==> src/rtl/ggw_pkg.sv <==
`default_nettype none
// ----------------------------------------------------------------------------
// ggw_pkg
// Shared constants, types, node tables and per-axis helpers for the GIMP grid
// weight pipeline.
// ----------------------------------------------------------------------------
package ggw_pkg;

  // field widths
  localparam int POS_W      = 18;
  localparam int HALF_W     = 17;
  localparam int IDX_W      = 24;
  localparam int STRIDE_W   = 24;
  localparam int INV_W      = 32;
  localparam int GRAD_W     = 32;
  localparam int WEIGHT_W   = 17;
  localparam int INDEX_BITS = 24;

  // stream and config widths
  localparam int IN_DATA_W  = 136;
  localparam int OUT_DATA_W = 144;
  localparam int CFG_IDX_W  = 3;
  localparam int CFG_DATA_W = 32;

  // candidate nodes
  localparam int CAND_NODES = 64;
  localparam int CAND_ID_W  = 6;

  // divider shape: quotient bits, numerator and divisor widths
  localparam int Q_W  = 17;
  localparam int DN_W = 35;
  localparam int DD_W = 20;

  // index sum width, wide enough for any index limit plus sign
  localparam int SUM_W = 36;
  localparam logic [SUM_W-1:0] IDX_LIMIT = SUM_W'(64'd1 << INDEX_BITS);

  // config register indexes
  localparam logic [CFG_IDX_W-1:0] CFG_INV_X    = 3'd0;
  localparam logic [CFG_IDX_W-1:0] CFG_INV_Y    = 3'd1;
  localparam logic [CFG_IDX_W-1:0] CFG_INV_Z    = 3'd2;
  localparam logic [CFG_IDX_W-1:0] CFG_STRIDE_X = 3'd3;
  localparam logic [CFG_IDX_W-1:0] CFG_STRIDE_Y = 3'd4;
  localparam logic [CFG_IDX_W-1:0] CFG_STRIDE_Z = 3'd5;

  // node offset codes along one axis
  localparam logic [1:0] OFS_M1 = 2'd0;
  localparam logic [1:0] OFS_0  = 2'd1;
  localparam logic [1:0] OFS_P1 = 2'd2;
  localparam logic [1:0] OFS_P2 = 2'd3;

  // candidate order, as offset codes per axis
  localparam logic [1:0] CAND_CX [0:CAND_NODES-1] = '{
    2'd1,2'd2,2'd2,2'd1,2'd1,2'd2,2'd2,2'd1,
    2'd0,2'd1,2'd2,2'd3,2'd3,2'd3,2'd3,2'd2,2'd1,2'd0,2'd0,2'd0,
    2'd0,2'd1,2'd2,2'd3,2'd3,2'd3,2'd3,2'd2,2'd1,2'd0,2'd0,2'd0,
    2'd1,2'd2,2'd2,2'd1,2'd0,2'd1,2'd2,2'd3,2'd3,2'd3,2'd3,2'd2,2'd1,2'd0,2'd0,2'd0,
    2'd1,2'd2,2'd2,2'd1,2'd0,2'd1,2'd2,2'd3,2'd3,2'd3,2'd3,2'd2,2'd1,2'd0,2'd0,2'd0};
  localparam logic [1:0] CAND_CY [0:CAND_NODES-1] = '{
    2'd1,2'd1,2'd2,2'd2,2'd1,2'd1,2'd2,2'd2,
    2'd0,2'd0,2'd0,2'd0,2'd1,2'd2,2'd3,2'd3,2'd3,2'd3,2'd2,2'd1,
    2'd0,2'd0,2'd0,2'd0,2'd1,2'd2,2'd3,2'd3,2'd3,2'd3,2'd2,2'd1,
    2'd1,2'd1,2'd2,2'd2,2'd0,2'd0,2'd0,2'd0,2'd1,2'd2,2'd3,2'd3,2'd3,2'd3,2'd2,2'd1,
    2'd1,2'd1,2'd2,2'd2,2'd0,2'd0,2'd0,2'd0,2'd1,2'd2,2'd3,2'd3,2'd3,2'd3,2'd2,2'd1};
  localparam logic [1:0] CAND_CZ [0:CAND_NODES-1] = '{
    2'd1,2'd1,2'd1,2'd1,2'd2,2'd2,2'd2,2'd2,
    2'd1,2'd1,2'd1,2'd1,2'd1,2'd1,2'd1,2'd1,2'd1,2'd1,2'd1,2'd1,
    2'd2,2'd2,2'd2,2'd2,2'd2,2'd2,2'd2,2'd2,2'd2,2'd2,2'd2,2'd2,
    2'd0,2'd0,2'd0,2'd0,2'd0,2'd0,2'd0,2'd0,2'd0,2'd0,2'd0,2'd0,2'd0,2'd0,2'd0,2'd0,
    2'd3,2'd3,2'd3,2'd3,2'd3,2'd3,2'd3,2'd3,2'd3,2'd3,2'd3,2'd3,2'd3,2'd3,2'd3,2'd3};

  // one particle as it enters
  typedef struct packed {
    logic signed [POS_W-1:0] pos_x;
    logic signed [POS_W-1:0] pos_y;
    logic signed [POS_W-1:0] pos_z;
    logic [HALF_W-1:0]       half_x;
    logic [HALF_W-1:0]       half_y;
    logic [HALF_W-1:0]       half_z;
    logic [IDX_W-1:0]        base;
    logic                    grad;
  } part_t;

  // one candidate node issued by the walker
  typedef struct packed {
    logic signed [POS_W-1:0] pos_x;
    logic signed [POS_W-1:0] pos_y;
    logic signed [POS_W-1:0] pos_z;
    logic [HALF_W-1:0]       half_x;
    logic [HALF_W-1:0]       half_y;
    logic [HALF_W-1:0]       half_z;
    logic [IDX_W-1:0]        base;
    logic                    grad;
    logic [1:0]              cx;
    logic [1:0]              cy;
    logic [1:0]              cz;
    logic                    last;
  } issue_t;

  // sideband that travels with a node result
  typedef struct packed {
    logic [IDX_W-1:0] node_index;
    logic             bad;
    logic             last;
    logic             grad;
    logic [2:0]       gpos;
  } side_t;

  // signed distance from the node to the particle
  function automatic logic signed [19:0] axis_diff(logic signed [POS_W-1:0] pos,
                                                   logic [1:0] code);
    logic signed [19:0] coord;
    case (code)
      OFS_M1:  coord = -20'sd196608;
      OFS_0:   coord = -20'sd65536;
      OFS_P1:  coord = 20'sd65536;
      default: coord = 20'sd196608;
    endcase
    return {{2{pos[POS_W-1]}}, pos} - coord;
  endfunction

  function automatic logic [18:0] abs_diff(logic signed [19:0] diff);
    return diff[19] ? 19'(-diff) : diff[18:0];
  endfunction

  // half size of zero acts as one lsb, anything above one acts as one
  function automatic logic [HALF_W-1:0] clamp_half(logic [HALF_W-1:0] h);
    if (h == '0) return 17'd1;
    if (h > 17'd65536) return 17'd65536;
    return h;
  endfunction

endpackage
`default_nettype wire

==> src/rtl/ggw_div.sv <==
`default_nettype none
// ----------------------------------------------------------------------------
// ggw_div
// Pipelined restoring divider, one quotient bit per stage. The numerator is
// known to be below divisor times two to the quotient width.
// ----------------------------------------------------------------------------
module ggw_div (
  input  logic                     clk,
  input  logic                     en,
  input  logic [ggw_pkg::DN_W-1:0] num,
  input  logic [ggw_pkg::DD_W-1:0] den,
  output logic [ggw_pkg::Q_W-1:0]  quo
);
  import ggw_pkg::*;

  logic [DD_W-1:0] rem_r [1:Q_W-1];
  logic [Q_W-1:0]  low_r [1:Q_W-1];
  logic [DD_W-1:0] den_r [1:Q_W-1];
  logic [Q_W-1:0]  quo_r [1:Q_W];

  genvar s;
  generate
    for (s = 0; s < Q_W; s++) begin : g_step
      logic [DD_W-1:0] rem_i, den_i, rem_o;
      logic [Q_W-1:0]  low_i, quo_i, quo_o;
      logic [DD_W:0]   trial, sub;
      logic            ge;

      if (s == 0) begin : g_first
        assign rem_i = DD_W'(num[DN_W-1:Q_W]);
        assign low_i = num[Q_W-1:0];
        assign den_i = den;
        assign quo_i = '0;
      end else begin : g_next
        assign rem_i = rem_r[s];
        assign low_i = low_r[s];
        assign den_i = den_r[s];
        assign quo_i = quo_r[s];
      end

      // trial subtract of one bit
      always_comb begin
        trial = {rem_i, low_i[Q_W-1-s]};
        sub   = trial - {1'b0, den_i};
        ge    = trial >= {1'b0, den_i};
        rem_o = ge ? sub[DD_W-1:0] : trial[DD_W-1:0];
        quo_o = quo_i;
        quo_o[Q_W-1-s] = ge;
      end

      always_ff @(posedge clk) begin
        if (en) quo_r[s+1] <= quo_o;
      end

      if (s < Q_W - 1) begin : g_carry
        always_ff @(posedge clk) begin
          if (en) begin
            rem_r[s+1] <= rem_o;
            low_r[s+1] <= low_i;
            den_r[s+1] <= den_i;
          end
        end
      end
    end
  endgenerate

  assign quo = quo_r[Q_W];

endmodule
`default_nettype wire

==> config.mk <==
export PLATFORM = sky130hd
export DESIGN_NAME = ggw_div
export DESIGN_NICKNAME = d
export VERILOG_FILES = /design/src/rtl/ggw_pkg.sv /design/src/rtl/ggw_div.sv
export SDC_FILE = /design/constraint.sdc
export NUM_CORES = 2
export LEC_CHECK = 0
export ABC_AREA = 1
export BUFFER_PORTS_ARGS = -buffer_cell sky130_fd_sc_hd__buf_2
export CAP_MARGIN = 20
export CORE_ASPECT_RATIO = 0.75
export CORE_MARGIN = 2
export CORE_UTILIZATION = 49
export DETAILED_ROUTE_END_ITERATION = 8
export PLACE_DENSITY = 0.72
export SLEW_MARGIN = 20
export SYNTH_ARGS = -nofsm -noshare
export SYNTH_HDL_FRONTEND = slang
export SYNTH_SLANG_ARGS = --single-unit
export TNS_END_PERCENT = 100
==> constraint.sdc <==
create_clock -name clk -period 4.9 [get_ports clk]
set_clock_uncertainty 0.05 [all_clocks]
set_input_delay 0.245 -clock clk [delete_from_list [all_inputs] [get_ports clk]]
set_output_delay 0.245 -clock clk [all_outputs]
set_load 0.03 [all_outputs]
==> impl_summary.txt <==
----------------------------------------------------
[Status]
  Result of the run ... finished clean

[Clock tree]
  Clock network latency to the later pin of the worst-skew pair ... 720 ps
  Cell chosen for the clock root ... clkbuf_16
  TritonCTS clock tree ... yes
  Maximum root-to-sink buffer count ... 3
  Total CTS buffers ... 95
  Number of sinks driven by the clock tree ... between 900 and 1000
  Max H-tree Level ... 3
  Clock slew at the register clock pins of the worst setup and hold paths ... 60 ps
  Post-CTS setup repair buffer count ... 0

[Place]
  Final estimated routing congestion in global placement ... 0.937
  Quantity of I/O buffers inserted on ports ... 73
  Placed instance count ... 7805
  Total placed instance area ... approximately 0.056 mm2
  Half-perimeter wire length after detailed placement ... 112000 um

[STA]
  Final-report hold violation count ... 0
  Time the final worst path needs with I/O delays and setup ... 2760 ps
  Fin. max-slew vios ... 0
  RSZ-0062 raised after global routing ... false
  Worst-margin pin slew ... 988 ps
  Worst-case headroom to the max-slew limit ... between 30 and 40%
  Setup Viol. Count Final ... 0
  Total Neg Setup Slack ... 0 ps
  Achievable Freq ... around 360 MHz
  Period utilization ... a little under three fifths

[Floorplanning]
  Effective utilization at floorplan ... between 40% and 50%
  Die height ... 292 um
  I/O pin count ... between 70 and 80
  Standard cell core area ... 0.110 mm2
  Total Die Area ... 0.113 mm2
  Row cnt ... 105
  Die extent in x ... approximately 390 um

[Global route]
  Initial antenna violation count ... 1
  Vias in the first global route ... around 37000
  Overflow left after global routing ... 0
  Tot GR Track Use ... 25.0%
  Global-route wire length before repair ... 219000 um
  Largest net degree at the start of global routing ... 128

[Finish]
  Proportion of layout cells with a drive suffix above 1 ... 5.35%
  Filler instances ... slightly above 10000
  Post-layout instance area ... roughly 0.060 mm2
  Area growth from synthesis to final layout ... 10.1%
  Final std cells w/o fill ... 8036
  # diodes ... 0
  Number of nets in the finished design ... a little under 7000
  Multi-input combinational cell area ... 0.0218 mm2
  Total area of sequential cells ... 0.0279 mm2

[Power]
  Total chip power ... 36.0 mW
  PwrDens ... 602 mW/mm2
  Fraction of power consumed by the clock network ... approximately a fifth
  Register share of total power ... 34.5%
  Switching share of power ... approximately 43%
  Power dissipated by switching net loads ... 15.6 mW
  Combinational cell fraction of total power ... 45.5%
  Internal power ... 20.4 mW
  Worst vdd ir ... ~0.32 mV
  Cell leakage power ... 28.6 nW

[Critical path]
  Worst setup path category ... reg -> reg
  Crit. End Element ... flop
  Arr. time, crit path ... 3150 ps
  Maximum net fanout on the critical path ... 24
  Setup crit start kind ... flop
  Required time of the critical path ... 5290 ps

[Detailed routing]
  Final antenna-violating net count ... 0
  First drt pass iteration count ... 6
  Routed length per placed instance ... 17.9 um
  DRC marker count from the first detailed-route iteration ... 4495
  Number of design rule violations left after detail routing ... 0
  Total length of routed wires ... 144000 um
  Vias after detailed routing ... 41600
  Average vias per placed instance ... between 5 and 6

[Yosys]
  Top-area cell type share of the netlist area ... 51.4%
  Cell type contributing the most total cell area after synthesis ... edfxtp_1
  Synthesized-area fraction occupied by and/or/nand/nor cells ... a little over a quarter
  Synthesized area ... ~0.054 mm2
  Count of warnings emitted by yosys ... 0
  Mean instance size in the synthesized netlist ... 8.59 um2
  Portion of the post-synthesis area used by sequential elements ... 51.4%
  Synth Flop Type ... edfxtp_1
  Main combinational cell family by area after synthesis ... simple AND/OR/NAND/NOR gates
  EDFF count, synth ... about 930
  Post-Syn Instances ... 6322
  Top cell types by occurrence after synthesis ... 2351 x nand2_1, 1046 x inv_1, 929 x edfxtp_1
  Post-synthesis share of cell area spent on xor and xnor gates ... 2.39%
  Post-synth ARST share ... 0%
  Post-Synthesis Net Count ... 6734
  Compound-Gate Fraction of Synth Area ... under 10%
  Most instantiated library cell after synthesis ... nand2_1
  Multiplexer share of the synthesized area ... 0%
  Leading post-synthesis cells by cell area ... edfxtp_1 51%, nand2_1 16%, ha_1 7.8%
  Seq cells post-synth ... 929
  Number of library cell types mapped by synthesis ... 32
  Adder-cell share of the synthesized area ... between 8 and 9%

[Run]
  Max-cap violations ... 0

[Worst hold path]
  Type of the tightest min-delay check ... in -> reg

----------------------------------------------------
-- cell families after synthesis --
logic type	after synthesis
DFF	929
xor gates and xnor gates	148
and+or+nand+nor	3426
buffers and inverters	1128
AOI/OAI and AO/OA	336
adders and majority gates	355
-- layout make-up --
class / count / share of cell area [%]
Timing Repair Buffer: 142 / 1.87
Clock buffer: 105 / 4.04
Tap cell: 1444 / 3.02
Clock inverter: 71 / 1.07
Inverter: 1080 / 6.84
Multi-Input combinational cell: 4265 / 36.5
Sequential cell: 929 / 46.7
-- sequential cells by signal (all words and copies together), names as in the netlist --
register / flops
rem_r: 320
low_r: 136
den_r: 320
quo_r: 153
-- timing repair --
action | in CTS | in global routing
resized for setup | 0 | 0
hold buffers | 55 | 0
endpoints found under the setup margin | 0 | 0
hold endpoints to repair | 56 | 0
-- power groups by stage --
| stage | Sequential [mW] | Combinational (mW) | Clock, mW |
|---|---|---|---|
| after global routing | 12.6 | 18.4 | 7.68 |
| final | 12.4 | 16.4 | 7.20 |
| after floorplan | 12.0 | 11.9 | 0 |
| after detailed placement | 12.6 | 15.8 | 0 |
| after CTS | 12.5 | 15.9 | 7.37 |
| after global placement | 12.6 | 15.6 | 0 |
-- path summary, 6_finish.rpt --
path                                    from             to  slack (ps)  depth (start not counted)
worst max register to register  den_r[5][22]  rem_r[0][256]        2140                         13
worst min register to register   low_r[2][7]   low_r[2][24]         350                          0
worst min-delay path                      en   rem_r[0][31]          70                          1
worst max-delay path            den_r[5][22]  rem_r[0][256]        2140                         13
-- per-layer routing --
layer | vias to the layer above | global-route usage, % | routed length, um
met1 | 19300 | 41.6 | 73400
met3 | 140 | 5.98 | 14000
met4 | 0 | 4.25 | 2060
met2 | 1509 | 32.5 | 54100
li1 | 20700 | - | -
met5 | - | 0 | 0
-- cell usage in the layout, fill, tap and decap left out, types with 24 or more instances in the layout --
cell,instances
nand2_1,2351
inv_1,1046
edfxtp_1,929
nor2_1,442
nand3_1,389
ha_1,339
a21oi_1,219
xor2_1,129
clkbuf_16,95
nand3b_1,89
o21ai_0,78
buf_2,72
dlygate4sd3_1,55
nor3_1,51
nand2_2,25
clkinv_1,24
-- worst max-delay path: stages (launching register included) --
cell and delay (ps):
edfxtp_1 410, inv_1 60, ha_1 390, nand2_1 100
nor2_2 190, nand2_1 90, nand3_2 90, nand2_1 140
nand2_1 190, nand2_1 110, nand2_4 290, inv_4 190
nand2_1 100, nand2_1 90
-- metrics by stage --
step | setup WS [ps] | hold slack, ps | utilization (%)
2_1_floorplan | 2860 | 294 | -
3_3_place_gp | 2240 | 350 | 51.3
3_5_place_dp | 2180 | 355 | 51.3
4_1_cts | 2210 | 65.5 | 54.6
5_1_grt | 1930 | 98.4 | 54.6
6_report | 2140 | 74.4 | 54.6
No activity file was read; power rests on OpenSTA's default activity.
