<file path="config.mk">
export PLATFORM = sky130hd
export DESIGN_NAME = ggw_axis
export DESIGN_NICKNAME = d
export VERILOG_FILES = /design/src/rtl/ggw_pkg.sv /design/src/rtl/ggw_axis.sv
export SDC_FILE = /design/constraint.sdc
export NUM_CORES = 2
export LEC_CHECK = 0
export BUFFER_PORTS_ARGS = -buffer_cell sky130_fd_sc_hd__buf_2
export CORE_MARGIN = 2
export CORE_UTILIZATION = 35
export CTS_CLUSTER_SIZE = 24
export DETAILED_ROUTE_END_ITERATION = 8
export GPL_ROUTABILITY_DRIVEN = 0
export SETUP_SLACK_MARGIN = 0.02
export SYNTH_ARGS = -nofsm -noshare
export SYNTH_HDL_FRONTEND = slang
export SYNTH_SLANG_ARGS = --single-unit
</file>
<file path="constraint.sdc">
create_clock -name clk -period 14.1 [get_ports clk]
set_clock_uncertainty 0.1 [all_clocks]
set_input_delay 2.115 -clock clk [delete_from_list [all_inputs] [get_ports clk]]
set_output_delay 2.115 -clock clk [all_outputs]
set_load 0.05 [all_outputs]
</file>
<file path="src/rtl/ggw_pkg.sv">
`default_nettype none
// ----------------------------------------------------------------------------
// ggw_pkg
// Shared constants, types, node tables and per-axis helpers for the GIMP grid
// weight pipeline.
// ----------------------------------------------------------------------------
package ggw_pkg;

  // field widths
  localparam int POS_W      = 18;
  localparam int HALF_W     = 17;
  localparam int IDX_W      = 24;
  localparam int STRIDE_W   = 24;
  localparam int INV_W      = 32;
  localparam int GRAD_W     = 32;
  localparam int WEIGHT_W   = 17;
  localparam int INDEX_BITS = 24;

  // stream and config widths
  localparam int IN_DATA_W  = 136;
  localparam int OUT_DATA_W = 144;
  localparam int CFG_IDX_W  = 3;
  localparam int CFG_DATA_W = 32;

  // candidate nodes
  localparam int CAND_NODES = 64;
  localparam int CAND_ID_W  = 6;

  // divider shape: quotient bits, numerator and divisor widths
  localparam int Q_W  = 17;
  localparam int DN_W = 35;
  localparam int DD_W = 20;

  // index sum width, wide enough for any index limit plus sign
  localparam int SUM_W = 36;
  localparam logic [SUM_W-1:0] IDX_LIMIT = SUM_W'(64'd1 << INDEX_BITS);

  // config register indexes
  localparam logic [CFG_IDX_W-1:0] CFG_INV_X    = 3'd0;
  localparam logic [CFG_IDX_W-1:0] CFG_INV_Y    = 3'd1;
  localparam logic [CFG_IDX_W-1:0] CFG_INV_Z    = 3'd2;
  localparam logic [CFG_IDX_W-1:0] CFG_STRIDE_X = 3'd3;
  localparam logic [CFG_IDX_W-1:0] CFG_STRIDE_Y = 3'd4;
  localparam logic [CFG_IDX_W-1:0] CFG_STRIDE_Z = 3'd5;

  // node offset codes along one axis
  localparam logic [1:0] OFS_M1 = 2'd0;
  localparam logic [1:0] OFS_0  = 2'd1;
  localparam logic [1:0] OFS_P1 = 2'd2;
  localparam logic [1:0] OFS_P2 = 2'd3;

  // candidate order, as offset codes per axis
  localparam logic [1:0] CAND_CX [0:CAND_NODES-1] = '{
    2'd1,2'd2,2'd2,2'd1,2'd1,2'd2,2'd2,2'd1,
    2'd0,2'd1,2'd2,2'd3,2'd3,2'd3,2'd3,2'd2,2'd1,2'd0,2'd0,2'd0,
    2'd0,2'd1,2'd2,2'd3,2'd3,2'd3,2'd3,2'd2,2'd1,2'd0,2'd0,2'd0,
    2'd1,2'd2,2'd2,2'd1,2'd0,2'd1,2'd2,2'd3,2'd3,2'd3,2'd3,2'd2,2'd1,2'd0,2'd0,2'd0,
    2'd1,2'd2,2'd2,2'd1,2'd0,2'd1,2'd2,2'd3,2'd3,2'd3,2'd3,2'd2,2'd1,2'd0,2'd0,2'd0};
  localparam logic [1:0] CAND_CY [0:CAND_NODES-1] = '{
    2'd1,2'd1,2'd2,2'd2,2'd1,2'd1,2'd2,2'd2,
    2'd0,2'd0,2'd0,2'd0,2'd1,2'd2,2'd3,2'd3,2'd3,2'd3,2'd2,2'd1,
    2'd0,2'd0,2'd0,2'd0,2'd1,2'd2,2'd3,2'd3,2'd3,2'd3,2'd2,2'd1,
    2'd1,2'd1,2'd2,2'd2,2'd0,2'd0,2'd0,2'd0,2'd1,2'd2,2'd3,2'd3,2'd3,2'd3,2'd2,2'd1,
    2'd1,2'd1,2'd2,2'd2,2'd0,2'd0,2'd0,2'd0,2'd1,2'd2,2'd3,2'd3,2'd3,2'd3,2'd2,2'd1};
  localparam logic [1:0] CAND_CZ [0:CAND_NODES-1] = '{
    2'd1,2'd1,2'd1,2'd1,2'd2,2'd2,2'd2,2'd2,
    2'd1,2'd1,2'd1,2'd1,2'd1,2'd1,2'd1,2'd1,2'd1,2'd1,2'd1,2'd1,
    2'd2,2'd2,2'd2,2'd2,2'd2,2'd2,2'd2,2'd2,2'd2,2'd2,2'd2,2'd2,
    2'd0,2'd0,2'd0,2'd0,2'd0,2'd0,2'd0,2'd0,2'd0,2'd0,2'd0,2'd0,2'd0,2'd0,2'd0,2'd0,
    2'd3,2'd3,2'd3,2'd3,2'd3,2'd3,2'd3,2'd3,2'd3,2'd3,2'd3,2'd3,2'd3,2'd3,2'd3,2'd3};

  // one particle as it enters
  typedef struct packed {
    logic signed [POS_W-1:0] pos_x;
    logic signed [POS_W-1:0] pos_y;
    logic signed [POS_W-1:0] pos_z;
    logic [HALF_W-1:0]       half_x;
    logic [HALF_W-1:0]       half_y;
    logic [HALF_W-1:0]       half_z;
    logic [IDX_W-1:0]        base;
    logic                    grad;
  } part_t;

  // one candidate node issued by the walker
  typedef struct packed {
    logic signed [POS_W-1:0] pos_x;
    logic signed [POS_W-1:0] pos_y;
    logic signed [POS_W-1:0] pos_z;
    logic [HALF_W-1:0]       half_x;
    logic [HALF_W-1:0]       half_y;
    logic [HALF_W-1:0]       half_z;
    logic [IDX_W-1:0]        base;
    logic                    grad;
    logic [1:0]              cx;
    logic [1:0]              cy;
    logic [1:0]              cz;
    logic                    last;
  } issue_t;

  // sideband that travels with a node result
  typedef struct packed {
    logic [IDX_W-1:0] node_index;
    logic             bad;
    logic             last;
    logic             grad;
    logic [2:0]       gpos;
  } side_t;

  // signed distance from the node to the particle
  function automatic logic signed [19:0] axis_diff(logic signed [POS_W-1:0] pos,
                                                   logic [1:0] code);
    logic signed [19:0] coord;
    case (code)
      OFS_M1:  coord = -20'sd196608;
      OFS_0:   coord = -20'sd65536;
      OFS_P1:  coord = 20'sd65536;
      default: coord = 20'sd196608;
    endcase
    return {{2{pos[POS_W-1]}}, pos} - coord;
  endfunction

  function automatic logic [18:0] abs_diff(logic signed [19:0] diff);
    return diff[19] ? 19'(-diff) : diff[18:0];
  endfunction

  // half size of zero acts as one lsb, anything above one acts as one
  function automatic logic [HALF_W-1:0] clamp_half(logic [HALF_W-1:0] h);
    if (h == '0) return 17'd1;
    if (h > 17'd65536) return 17'd65536;
    return h;
  endfunction

endpackage
`default_nettype wire

</file>
<file path="src/rtl/ggw_axis.sv">
`default_nettype none
// ----------------------------------------------------------------------------
// ggw_axis
// One axis of one node: picks the GIMP region and forms numerator and
// divisor for the weight and for the slope magnitude. Two register stages.
// ----------------------------------------------------------------------------
module ggw_axis (
  input  logic                             clk,
  input  logic                             en,
  input  logic signed [ggw_pkg::POS_W-1:0] pos,
  input  logic [ggw_pkg::HALF_W-1:0]       half,
  input  logic [1:0]                       code,
  output logic                             gpos,
  output logic [ggw_pkg::DN_W-1:0]         num_s,
  output logic [ggw_pkg::DD_W-1:0]         den_s,
  output logic [ggw_pkg::DN_W-1:0]         num_g,
  output logic [ggw_pkg::DD_W-1:0]         den_g
);
  import ggw_pkg::*;

  localparam logic [1:0] REG_INNER = 2'd0;
  localparam logic [1:0] REG_MID   = 2'd1;
  localparam logic [1:0] REG_OUTER = 2'd2;

  logic signed [19:0] diff;
  logic [18:0]        d;
  logic [18:0]        l19;
  logic [1:0]         region;
  logic [18:0]        a_full;

  logic [18:0]        a_d;
  logic [17:0]        a_a;
  logic [1:0]         a_reg;
  logic [HALF_W-1:0]  a_l;
  logic               a_gpos;

  logic [35:0]        inner_t;
  logic [35:0]        d_sq;
  logic [35:0]        a_sq;
  logic [DN_W-1:0]    ns, ng;
  logic [DD_W-1:0]    ds, dg;

  // stage a: distance and region
  always_comb begin
    diff   = axis_diff(pos, code);
    d      = abs_diff(diff);
    l19    = {2'b00, half};
    a_full = 19'd131072 + l19 - d;
    if (d < l19) region = REG_INNER;
    else if (d <= 19'd131072 - l19) region = REG_MID;
    else region = REG_OUTER;
  end

  always_ff @(posedge clk) begin
    if (en) begin
      a_d    <= d;
      a_a    <= a_full[17:0];
      a_reg  <= region;
      a_l    <= half;
      a_gpos <= !diff[19] && (diff != '0);
    end
  end

  // stage b: numerators and divisors per region
  always_comb begin
    inner_t = {17'b0, 19'd262144 - {2'b00, a_l}} * {19'b0, a_l};
    d_sq    = {17'b0, a_d} * {17'b0, a_d};
    a_sq    = {18'b0, a_a} * {18'b0, a_a};
    unique case (a_reg)
      REG_INNER: begin
        ns = DN_W'(inner_t - d_sq);
        ds = DD_W'({a_l, 2'b00});
        ng = DN_W'({a_d, 16'b0});
        dg = DD_W'({a_l, 1'b0});
      end
      REG_MID: begin
        ns = DN_W'(19'd131072 - a_d);
        ds = 20'd2;
        ng = 35'd32768;
        dg = 20'd1;
      end
      REG_OUTER: begin
        ns = DN_W'(a_sq);
        ds = DD_W'({a_l, 3'b000});
        ng = DN_W'({a_a, 16'b0});
        dg = DD_W'({a_l, 2'b00});
      end
      default: begin
        ns = '0;
        ds = 20'd1;
        ng = '0;
        dg = 20'd1;
      end
    endcase
  end

  always_ff @(posedge clk) begin
    if (en) begin
      gpos  <= a_gpos;
      num_s <= ns;
      den_s <= ds;
      num_g <= ng;
      den_g <= dg;
    end
  end

endmodule
`default_nettype wire

</file>
==> metrics.md <==
| Metric | Value |
|---|---|
| Post-DRT Antenna Nets | `0` |
| CTS Buf Count | `17` |
| Final period util | `73.7%` |
| Setup WS post-layout | `roughly 3.7 ns` |
| FILL cells | `11,300` |
| Gr ovfl total | `0` |
| Setup TNS | `0 ns` |
| Run status | `finished clean` |
| Initial Utilization | `35.2%` |
| Final Hold Fails | `0` |
| Post-Syn Area | `38,800 sq um` |
| Post-DP HPWL | `between 80,000 and 90,000 um` |
| CP required | `roughly 14 ns` |
| Critical Path Max Stage Delay | `0.58 ns` |
| Metal1 wirelength | `around 43,000 um` |
| Final Slew Violations | `0` |
| Multi-input logic area | `29,700 sq um` |
| Port Buffers | `133` |
| CP top delay family | `adder cells` |
| Setup violations, final | `0` |
| Initial antenna violation count | `4` |
| CTS Sinks | `150` |
| RSZ-0062 raised after global routing | `no` |
| GRT Total Usage | `19.5%` |
| Most flops, register | `num_s` |
| Element type at the critical path start | `flop` |
| Syn. warnings | `0` |
| Tightest Pin Transition | `1.08 ns` |
| Metal2 WL | `51,800 um` |
| Avg Inst Size Synth | `approximately 9.5 sq um` |
| Crit path buf inv count | `4` |
| DR vias | `27,300` |
| Cells after synthesis | `between 4,000 and 5,000` |
| Synthesized flop and latch total | `150` |
| Cts hold-fix bufs | `0` |
| Clk_lat worst skew | `0.52 ns` |
| WL met3 | `approximately 6400 um` |
| Max-cap violations | `0` |
| Area Growth Syn to Fin | `7.58%` |
| Crit path max fanout | `23` |
| Maximum root-to-sink buffer count | `2` |
| Reg clk slew, reported paths | `around 0.08 ns` |
| Cell mode on critical path | `fa_1` |
| CTS tree | `yes` |
| Worst hold path type | `reg -> reg` |
| Rows | `122` |
| CTS resizes | `0` |
| EDFF count, synth | `150` |
| Synth Flop Type | `edfxtp_1` |
| Minimum clock period | `about 10 ns` |
| Crit. End Element | `flop` |
| DR iter-0 viols | `around 1,700` |
| Die width | `337 um` |
| DR top layer | `met4` |
| DP Cell Count | `5,600` |
| Top Registers | `num_s: 35 flops, den_s: 20 flops` |
| Setup repair bufs after CTS | `0` |
| Post-synth cell types | `70` |
| Fin cells | `5,635` |
| Critical path type | `reg -> reg` |
| Core ar. | `110,000 sq um` |
| Vias/cell | `4.84` |
| I/O pins | `150` |
| DP Worst Slack | `3.85 ns` |
| Worst slew margin | `27.9%` |
| Total Wirelength | `105,000 um` |
| Share of cells above drive strength 1 | `5.65%` |
| Hold slack final | `around 0.34 ns` |
| CP arrival | `10.55 ns` |
| Die Ht | `approximately 340 um` |
| Slowest CP cell | `fa_1` |
| Max reg flops | `35` |
| Largest net degree at the start of global routing | `94` |
| TritonRoute pass-1 iters | `9` |
| Average wire per standard cell | `18.7 um` |
| Full die area | `113,000 sq um` |
| Post-synthesis sequential area ratio | `11.6%` |
| Top achievable clock speed | `0.0963 GHz` |
| First-pass GRT wire length | `167,000 um` |
| FF/Latch Area | `approximately 4500 sq um` |
| Post-route DRC | `0` |
| NumNets Final | `around 5,400` |
| CTS H-Tree Depth | `4` |
| Clk root buf | `clkbuf_16` |
| Number of global-route vias before repair | `29,800` |
| Post-synth ARST share | `0%` |
[final timing paths]
path / start / to / slack [ns] / cells past startpoint
worst min register to register: a_gpos / gpos / 0.34 / 0
worst max-delay path: a_l[3] / num_s[32] / 3.71 / 30
worst min-delay path: a_gpos / gpos / 0.34 / 0
worst max register to register: a_l[3] / num_s[32] / 3.71 / 30
[per-layer routing]
| layer | GRT usage, % | vias to the layer above |
|---|---|---|
| li1 | - | 12300 |
| met1 | 25.0 | 14000 |
| met2 | 33.1 | 777 |
| met3 | 2.93 | 151 |
| met4 | 7.29 | 0 |
| met5 | 0 | - |
[placed cells by master, fill, tap and decap left out, types with 13 or more instances in the layout]
cell / instances
a211oi_1: 16
a21o_1: 25
a21oi_1: 92
a31oi_1: 16
and2_1: 138
and3_1: 15
buf_2: 132
buf_4: 47
clkbuf_16: 17
conb_1: 30
edfxtp_1: 150
fa_1: 796
ha_1: 392
inv_1: 1068
mux2i_1: 42
nand2_1: 260
nand2b_1: 116
nand3_1: 36
nor2_1: 207
nor2b_1: 109
nor3_1: 38
o211ai_1: 14
o21a_1: 19
o21ai_0: 67
o21bai_1: 13
xnor2_1: 87
xor2_1: 50
[cell type report]
type	count	area share (%)
clock buffers	17	1.02
inverters	1072	9.65
flip-flops and latches	150	10.8
multi-input cells	2710	71.1
well taps	1488	4.46
clock inverters	15	0.504
diodes	3	0.0180
repair buffers	180	2.46
[stage by stage]
step / utilization [%] / area, sq um
finish: 37.9 / 41700
global route: 37.8 / 41700
CTS: 37.8 / 41700
detailed placement: 37.3 / 41100
global placement: 37.3 / 41100
floorplan: - / 38900
[cells in the mapped netlist (all sizes together) (9+ instances only)]
cell | n | area share, %
xor2 | 50 | 1.1
clkbuf | 136 | 1.3
nor2 | 207 | 2.0
o21bai | 13 | 0.25
o21a | 19 | 0.37
a31oi | 16 | 0.26
and2 | 138 | 2.2
or3 | 13 | 0.22
or2 | 10 | 0.16
buf | 29 | 0.48
ha | 392 | 13
a21oi | 92 | 1.2
and3 | 15 | 0.24
a211oi | 16 | 0.31
nor4 | 13 | 0.25
mux2i | 42 | 1.1
inv | 1069 | 10
fa | 796 | 41
edfxtp | 150 | 12
nor3 | 38 | 0.49
o22ai | 9 | 0.15
o21ai | 68 | 0.91
o221ai | 9 | 0.22
nand2 | 260 | 2.5
a21o | 25 | 0.48
xnor2 | 87 | 2.0
nand2b | 116 | 1.9
nor2b | 109 | 1.8
nand3 | 36 | 0.46
o211ai | 14 | 0.27
[kinds of logic after synthesis]
| kind of cell | after synthesis | share of synthesized area [%] |
|---|---|---|
| compound gates | 327 | 5.41 |
| xor+xnor | 137 | 3.09 |
| fa+ha+maj | 1188 | 53.7 |
| buf+inv | 1237 | 12.2 |
| flops | 150 | 11.6 |
| mux | 45 | 1.17 |
| other cells | 2 | 0.0194 |
| simple gates | 983 | 12.8 |
Power is left out: the tool's default activity adds up to more than one toggle a clock period on the data nets, which glitch-free logic cannot reach.
