`src/rtl/ggw_pkg.sv`:
```
`default_nettype none
// ----------------------------------------------------------------------------
// ggw_pkg
// Shared constants, types, node tables and per-axis helpers for the GIMP grid
// weight pipeline.
// ----------------------------------------------------------------------------
package ggw_pkg;

  // field widths
  localparam int POS_W      = 18;
  localparam int HALF_W     = 17;
  localparam int IDX_W      = 24;
  localparam int STRIDE_W   = 24;
  localparam int INV_W      = 32;
  localparam int GRAD_W     = 32;
  localparam int WEIGHT_W   = 17;
  localparam int INDEX_BITS = 24;

  // stream and config widths
  localparam int IN_DATA_W  = 136;
  localparam int OUT_DATA_W = 144;
  localparam int CFG_IDX_W  = 3;
  localparam int CFG_DATA_W = 32;

  // candidate nodes
  localparam int CAND_NODES = 64;
  localparam int CAND_ID_W  = 6;

  // divider shape: quotient bits, numerator and divisor widths
  localparam int Q_W  = 17;
  localparam int DN_W = 35;
  localparam int DD_W = 20;

  // index sum width, wide enough for any index limit plus sign
  localparam int SUM_W = 36;
  localparam logic [SUM_W-1:0] IDX_LIMIT = SUM_W'(64'd1 << INDEX_BITS);

  // config register indexes
  localparam logic [CFG_IDX_W-1:0] CFG_INV_X    = 3'd0;
  localparam logic [CFG_IDX_W-1:0] CFG_INV_Y    = 3'd1;
  localparam logic [CFG_IDX_W-1:0] CFG_INV_Z    = 3'd2;
  localparam logic [CFG_IDX_W-1:0] CFG_STRIDE_X = 3'd3;
  localparam logic [CFG_IDX_W-1:0] CFG_STRIDE_Y = 3'd4;
  localparam logic [CFG_IDX_W-1:0] CFG_STRIDE_Z = 3'd5;

  // node offset codes along one axis
  localparam logic [1:0] OFS_M1 = 2'd0;
  localparam logic [1:0] OFS_0  = 2'd1;
  localparam logic [1:0] OFS_P1 = 2'd2;
  localparam logic [1:0] OFS_P2 = 2'd3;

  // candidate order, as offset codes per axis
  localparam logic [1:0] CAND_CX [0:CAND_NODES-1] = '{
    2'd1,2'd2,2'd2,2'd1,2'd1,2'd2,2'd2,2'd1,
    2'd0,2'd1,2'd2,2'd3,2'd3,2'd3,2'd3,2'd2,2'd1,2'd0,2'd0,2'd0,
    2'd0,2'd1,2'd2,2'd3,2'd3,2'd3,2'd3,2'd2,2'd1,2'd0,2'd0,2'd0,
    2'd1,2'd2,2'd2,2'd1,2'd0,2'd1,2'd2,2'd3,2'd3,2'd3,2'd3,2'd2,2'd1,2'd0,2'd0,2'd0,
    2'd1,2'd2,2'd2,2'd1,2'd0,2'd1,2'd2,2'd3,2'd3,2'd3,2'd3,2'd2,2'd1,2'd0,2'd0,2'd0};
  localparam logic [1:0] CAND_CY [0:CAND_NODES-1] = '{
    2'd1,2'd1,2'd2,2'd2,2'd1,2'd1,2'd2,2'd2,
    2'd0,2'd0,2'd0,2'd0,2'd1,2'd2,2'd3,2'd3,2'd3,2'd3,2'd2,2'd1,
    2'd0,2'd0,2'd0,2'd0,2'd1,2'd2,2'd3,2'd3,2'd3,2'd3,2'd2,2'd1,
    2'd1,2'd1,2'd2,2'd2,2'd0,2'd0,2'd0,2'd0,2'd1,2'd2,2'd3,2'd3,2'd3,2'd3,2'd2,2'd1,
    2'd1,2'd1,2'd2,2'd2,2'd0,2'd0,2'd0,2'd0,2'd1,2'd2,2'd3,2'd3,2'd3,2'd3,2'd2,2'd1};
  localparam logic [1:0] CAND_CZ [0:CAND_NODES-1] = '{
    2'd1,2'd1,2'd1,2'd1,2'd2,2'd2,2'd2,2'd2,
    2'd1,2'd1,2'd1,2'd1,2'd1,2'd1,2'd1,2'd1,2'd1,2'd1,2'd1,2'd1,
    2'd2,2'd2,2'd2,2'd2,2'd2,2'd2,2'd2,2'd2,2'd2,2'd2,2'd2,2'd2,
    2'd0,2'd0,2'd0,2'd0,2'd0,2'd0,2'd0,2'd0,2'd0,2'd0,2'd0,2'd0,2'd0,2'd0,2'd0,2'd0,
    2'd3,2'd3,2'd3,2'd3,2'd3,2'd3,2'd3,2'd3,2'd3,2'd3,2'd3,2'd3,2'd3,2'd3,2'd3,2'd3};

  // one particle as it enters
  typedef struct packed {
    logic signed [POS_W-1:0] pos_x;
    logic signed [POS_W-1:0] pos_y;
    logic signed [POS_W-1:0] pos_z;
    logic [HALF_W-1:0]       half_x;
    logic [HALF_W-1:0]       half_y;
    logic [HALF_W-1:0]       half_z;
    logic [IDX_W-1:0]        base;
    logic                    grad;
  } part_t;

  // one candidate node issued by the walker
  typedef struct packed {
    logic signed [POS_W-1:0] pos_x;
    logic signed [POS_W-1:0] pos_y;
    logic signed [POS_W-1:0] pos_z;
    logic [HALF_W-1:0]       half_x;
    logic [HALF_W-1:0]       half_y;
    logic [HALF_W-1:0]       half_z;
    logic [IDX_W-1:0]        base;
    logic                    grad;
    logic [1:0]              cx;
    logic [1:0]              cy;
    logic [1:0]              cz;
    logic                    last;
  } issue_t;

  // sideband that travels with a node result
  typedef struct packed {
    logic [IDX_W-1:0] node_index;
    logic             bad;
    logic             last;
    logic             grad;
    logic [2:0]       gpos;
  } side_t;

  // signed distance from the node to the particle
  function automatic logic signed [19:0] axis_diff(logic signed [POS_W-1:0] pos,
                                                   logic [1:0] code);
    logic signed [19:0] coord;
    case (code)
      OFS_M1:  coord = -20'sd196608;
      OFS_0:   coord = -20'sd65536;
      OFS_P1:  coord = 20'sd65536;
      default: coord = 20'sd196608;
    endcase
    return {{2{pos[POS_W-1]}}, pos} - coord;
  endfunction

  function automatic logic [18:0] abs_diff(logic signed [19:0] diff);
    return diff[19] ? 19'(-diff) : diff[18:0];
  endfunction

  // half size of zero acts as one lsb, anything above one acts as one
  function automatic logic [HALF_W-1:0] clamp_half(logic [HALF_W-1:0] h);
    if (h == '0) return 17'd1;
    if (h > 17'd65536) return 17'd65536;
    return h;
  endfunction

endpackage
`default_nettype wire

```
`src/rtl/ggw_walker.sv`:
```
`default_nettype none
// ----------------------------------------------------------------------------
// ggw_walker
// Holds one particle, builds the mask of reached candidate nodes and issues
// one reached node per cycle while enabled, in candidate order.
// ----------------------------------------------------------------------------
module ggw_walker (
  input  logic           clk,
  input  logic           rst,
  input  logic           en,
  input  logic           s_valid,
  output logic           s_ready,
  input  ggw_pkg::part_t part_in,
  output logic           issue_valid,
  output ggw_pkg::issue_t issue
);
  import ggw_pkg::*;

  logic [CAND_NODES-1:0] mask;
  logic [CAND_NODES-1:0] rest;
  logic [CAND_NODES-1:0] new_mask;
  logic [CAND_ID_W-1:0]  sel;
  logic [3:0]            rx, ry, rz;
  logic [HALF_W-1:0]     hx, hy, hz;
  part_t                 part;
  logic                  accept;

  // clamp half sizes and test reach per axis offset
  always_comb begin
    hx = clamp_half(part_in.half_x);
    hy = clamp_half(part_in.half_y);
    hz = clamp_half(part_in.half_z);
    for (int c = 0; c < 4; c++) begin
      rx[c] = abs_diff(axis_diff(part_in.pos_x, 2'(c))) < (19'd131072 + {2'b00, hx});
      ry[c] = abs_diff(axis_diff(part_in.pos_y, 2'(c))) < (19'd131072 + {2'b00, hy});
      rz[c] = abs_diff(axis_diff(part_in.pos_z, 2'(c))) < (19'd131072 + {2'b00, hz});
    end
    for (int i = 0; i < CAND_NODES; i++) begin
      new_mask[i] = rx[CAND_CX[i]] & ry[CAND_CY[i]] & rz[CAND_CZ[i]];
    end
  end

  // lowest pending candidate
  always_comb begin
    sel = '0;
    for (int i = CAND_NODES - 1; i >= 0; i--) begin
      if (mask[i]) sel = CAND_ID_W'(i);
    end
  end

  assign rest    = mask & (mask - 1'b1);
  assign s_ready = en && (rest == '0);
  assign accept  = s_valid && s_ready;

  // mask and issue valid
  always_ff @(posedge clk) begin
    if (rst) begin
      mask        <= '0;
      issue_valid <= 1'b0;
    end else if (en) begin
      issue_valid <= |mask;
      mask        <= accept ? new_mask : rest;
    end
  end

  // particle hold and issue payload
  always_ff @(posedge clk) begin
    if (en) begin
      issue.pos_x  <= part.pos_x;
      issue.pos_y  <= part.pos_y;
      issue.pos_z  <= part.pos_z;
      issue.half_x <= part.half_x;
      issue.half_y <= part.half_y;
      issue.half_z <= part.half_z;
      issue.base   <= part.base;
      issue.grad   <= part.grad;
      issue.cx     <= CAND_CX[sel];
      issue.cy     <= CAND_CY[sel];
      issue.cz     <= CAND_CZ[sel];
      issue.last   <= (rest == '0);
    end
    if (accept) begin
      part.pos_x  <= part_in.pos_x;
      part.pos_y  <= part_in.pos_y;
      part.pos_z  <= part_in.pos_z;
      part.half_x <= hx;
      part.half_y <= hy;
      part.half_z <= hz;
      part.base   <= part_in.base;
      part.grad   <= part_in.grad;
    end
  end

endmodule
`default_nettype wire

```
`config.mk`:
```
export PLATFORM = sky130hd
export DESIGN_NAME = ggw_walker
export DESIGN_NICKNAME = d
export VERILOG_FILES = /design/src/rtl/ggw_pkg.sv /design/src/rtl/ggw_walker.sv
export SDC_FILE = /design/constraint.sdc
export NUM_CORES = 1
export LEC_CHECK = 0
export ABC_CLOCK_PERIOD_IN_PS = 19900
export BUFFER_PORTS_ARGS = -buffer_cell sky130_fd_sc_hd__buf_4
export CORE_UTILIZATION = 63
export DETAILED_ROUTE_END_ITERATION = 8
export GPL_ROUTABILITY_DRIVEN = 0
export PLACE_DENSITY = 0.89
export SYNTH_ARGS = -nofsm -noshare
export SYNTH_HDL_FRONTEND = slang
export SYNTH_SLANG_ARGS = --single-unit
```
`constraint.sdc`:
```
create_clock -name clk -period 19.9 [get_ports clk]
set_input_delay 3.98 -clock clk [delete_from_list [all_inputs] [get_ports clk]]
set_output_delay 3.98 -clock clk [all_outputs]
set_load 0.01 [all_outputs]
```
==> results.py <==
metrics = {
    "timing": {
        "rsz0062_at_grt": "no",
        "fmax_ghz": 0.1018,
        "fin_crit_sh": 0.4939,
        "maxSlewHeadroom": 0.1200,
        "setup_slack_ps": 10070,
        "slew_viol_final": 0,
        "finClkSkew_ps": 32.05,
        "setup_viol": 0,
        "min_period_ps": 9828,
        "hold_viol_final": 0,
        "fin_setup_tns_ps": 0,
        "max_slew.worst_pin.slew_ps": 1308,
    },
    "synthesis": {
        "synth_cells": 1919,
        "synth_mux_area_frac": 0.003251,
        "synth_top_family_by_area": "simple AND/OR/NAND/NOR gates",
        "netlist_top_cells_area": "edfxtp_1 (40%), ha_1 (13%), dfxtp_1 (6.5%)",
        "synthSimpleGateAreaFrac": 0.1608,
        "synth-edff-count": 267,
        "ys_types": 81,
        "synthAdderAreaFrac": 0.1337,
        "synth.avg_cell_area_um2": 10.43,
        "async_reset_ff_frac": 0,
        "syn-num-nets": 2266,
        "yosys_warnings": 0,
        "synthFlopType": "edfxtp_1",
        "yosysSeqAreaShare": 0.4656,
        "synthXorXnorAreaFrac": 0.06432,
        "yosys_register_bits": 332,
        "synth-compound-area-share": 0.1367,
        "yosysTopAreaCell": "edfxtp_1",
        "yosysTopAreaCellShare": 0.4006,
        "synthesis.area_um2": 20020,
    },
    "global_routing": {
        "first_global_vias": 16280,
        "antenna_found_initial": 0,
        "grt_use_total": 0.3272,
        "grt_pass1_wl_um": 85480,
        "grt-ovfl-total": 0,
        "grt_max_degree": 87,
    },
    "floorplan": {
        "ios": 273,
        "fp.coreArea_um2": 30910,
        "die-area_um2": 32490,
        "die_h_um": 180.2,
        "die_w_um": 180.2,
        "rows": 64,
        "initial_utilization": 0.6475,
    },
    "worst_setup_path": {
        "worst-setup-path-type": "in2out",
        "reg2reg_slack_ps": 13700,
        "max_stage_delay_ps": 590,
        "crit_fanout": 86,
        "critPathSlowestCell": "buf_6",
        "crit_chain": "buf_6 > inv_1 > nor4b_4 > buf_4",
        "required_ps": 15920,
        "cp.arrival_ps": 5850,
        "cp-start-kind": "primary input",
        "crit_path_end_kind": "output port",
    },
    "power": {
        "swShare": 0.4636,
        "switchingPower_uw": 2208,
        "p_seq_frac": 0.297,
        "p_int_uw": 2554,
        "p_comb_frac": 0.560,
        "clockPowerShare": 0.144,
        "power_uw": 4762,
        "p_leak_uw": 0.009499,
        "power_density_nw_per_um2": 203.2,
        "irDropWorstVdd_v": 0.0002563,
    },
    "cells_and_area": {
        "layout.cells.non_filler": 2556,
        "antenna_cells": 0,
        "area_growth_pct": 17.09,
        "multiInputGateArea_um2": 9987,
        "fin_nets": 2481,
        "fillCellCount": 1917,
        "drive_gt1_frac": 0.1676,
        "seqCellArea_um2": 9319,
    },
    "outcome": {
        "status": "complete, no violations",
    },
    "clocking": {
        "cts_tree": "yes",
        "cts.clk_slew.worst_paths_ps": 60,
        "cts-root-buf": "clkbuf_16",
        "cts_buffers": 35,
        "cts_sinks": 332,
        "insertion_delay_ps": 550,
        "cts-resized-gates": 0,
        "max-clock-path-buffers": 3,
        "cts_setup_buffers": 0,
        "h-tree-depth": 2,
        "cts_hold_buf": 0,
    },
    "detailed_routing": {
        "ant_nets": 0,
        "wirelength_um": 54600,
        "drtIter0Drc": 2156,
        "drt_pass1_iterations": 9,
        "vias": 16960,
        "vias_per_cell": 6.637,
        "wl_per_cell_um": 21.36,
        "route.detailed.drc": 0,
    },
    "min_path": {
        "hold_path_class": "reg2reg",
    },
    "placement": {
        "hpwl_um": 38890,
        "dp.cells": 2493,
        "portBuffers": 272,
        "place_ws_ps": 10100,
    },
    "run": {
        "drv_cap": 0,
    },
}
## final cells by class
class | count | area share
multi-input combinational | 1400 | 0.4261
timing repair buffer | 277 | 0.08889
sequential | 332 | 0.3976
inverter | 88 | 0.01409
clock inverter | 25 | 0.01383
tap | 396 | 0.02114
clock buffer | 38 | 0.03828
## metal layers
layer  GRT usage  part of all wire  vias to the layer above
li1            -                 -                     7628
met1      0.4070              0.37                     7963
met2      0.5609              0.48                     1127
met3     0.05861              0.10                      245
met4      0.1381             0.046                        0
met5           0                 0                        -
## per-stage QoR
stage | utilization | hold WS, ps | instance area, um^2
after floorplan | - | 400.3 | 20020
after global routing | 0.7582 | 420.1 | 23440
after detailed placement | 0.7187 | 404.5 | 22220
after CTS | 0.7582 | 415.5 | 23440
final | 0.7582 | 410.7 | 23440
after global placement | 0.7187 | 400.2 | 22220
## power by group through the flow
| stage | logic (uW) | clock network [uW] | registers (uW) |
|---|---|---|---|
| floorplan | 1840 | 0 | 1410 |
| global placement | 2460 | 0 | 1390 |
| detailed placement | 2550 | 0 | 1410 |
| CTS | 2580 | 690 | 1410 |
| global route | 2890 | 717 | 1440 |
| finish | 2660 | 684 | 1410 |
## worst paths after layout
check | start | to | cells after the start
worst min register to register | part[114] | issue[121] | 0
worst max-delay path | en | s_ready | 4
worst min-delay path | part[114] | issue[121] | 0
worst max register to register | mask[8] | part[58] | 9
## flip-flops by register name, summed over array words and instances (netlist names)
signal,flops
issue,137
part,130
mask,64
issue_valid,1
## critical path: cells and delay by family
kind / cells / cell delay (ps)
buffers and inverters: 3 / 1260
AND/OR/NAND/NOR: 1 / 580
## cells by family (layout without fill, tap and decap cells)
family,after synthesis,in the layout
buf+inv,187,428
fa+ha+maj,214,214
mux,6,6
simple gates,618,618
compound gates,415,415
xor+xnor,147,147
flops,332,332
## cells in the final DEF (no fill, tap or decap), types with 13 or more instances in the layout
| cell | count |
|---|---|
| a2111oi_0 | 13 |
| a211oi_1 | 22 |
| a21o_1 | 26 |
| a21oi_1 | 82 |
| buf_4 | 276 |
| clkbuf_16 | 35 |
| dfxtp_1 | 65 |
| edfxtp_1 | 267 |
| ha_1 | 213 |
| inv_1 | 86 |
| nand2_1 | 152 |
| nand2b_1 | 37 |
| nand3_1 | 68 |
| nand4_1 | 34 |
| nor2_1 | 128 |
| nor2b_1 | 19 |
| nor3_1 | 46 |
| nor4_1 | 38 |
| o211ai_1 | 26 |
| o21ai_0 | 73 |
| o21ai_1 | 49 |
| o22ai_1 | 15 |
| o311ai_0 | 14 |
| or3_1 | 29 |
| or4_1 | 21 |
| xnor2_1 | 87 |
| xor2_1 | 60 |
## synthesized netlist by cell type (4+ instances only)
master,n
dfxtp_1,65
nand2b_1,37
o22ai_1,15
a221o_1,5
o211ai_1,26
xnor2_1,87
and3_1,6
buf_2,9
mux2_2,4
nor4_1,38
a31oi_1,9
o31ai_1,11
and2_1,7
nand3_1,68
edfxtp_1,267
o21ai_1,49
nor4_4,6
o221ai_1,5
and4_1,4
o21ai_0,73
clkbuf_1,85
nand4_1,34
o21bai_1,4
a21o_1,26
nor2_1,128
o41ai_1,10
nor3b_1,4
nor2b_1,19
o21a_1,10
or3_1,29
nand2_1,152
nor3_1,46
a2111oi_0,13
o311a_1,4
o311ai_0,14
ha_1,213
or2_2,4
a211o_1,6
inv_1,86
xor2_1,60
buf_1,4
a211oi_1,22
a21oi_1,82
a41oi_1,5
or4_1,21
Power figures use the tool's default switching activity.
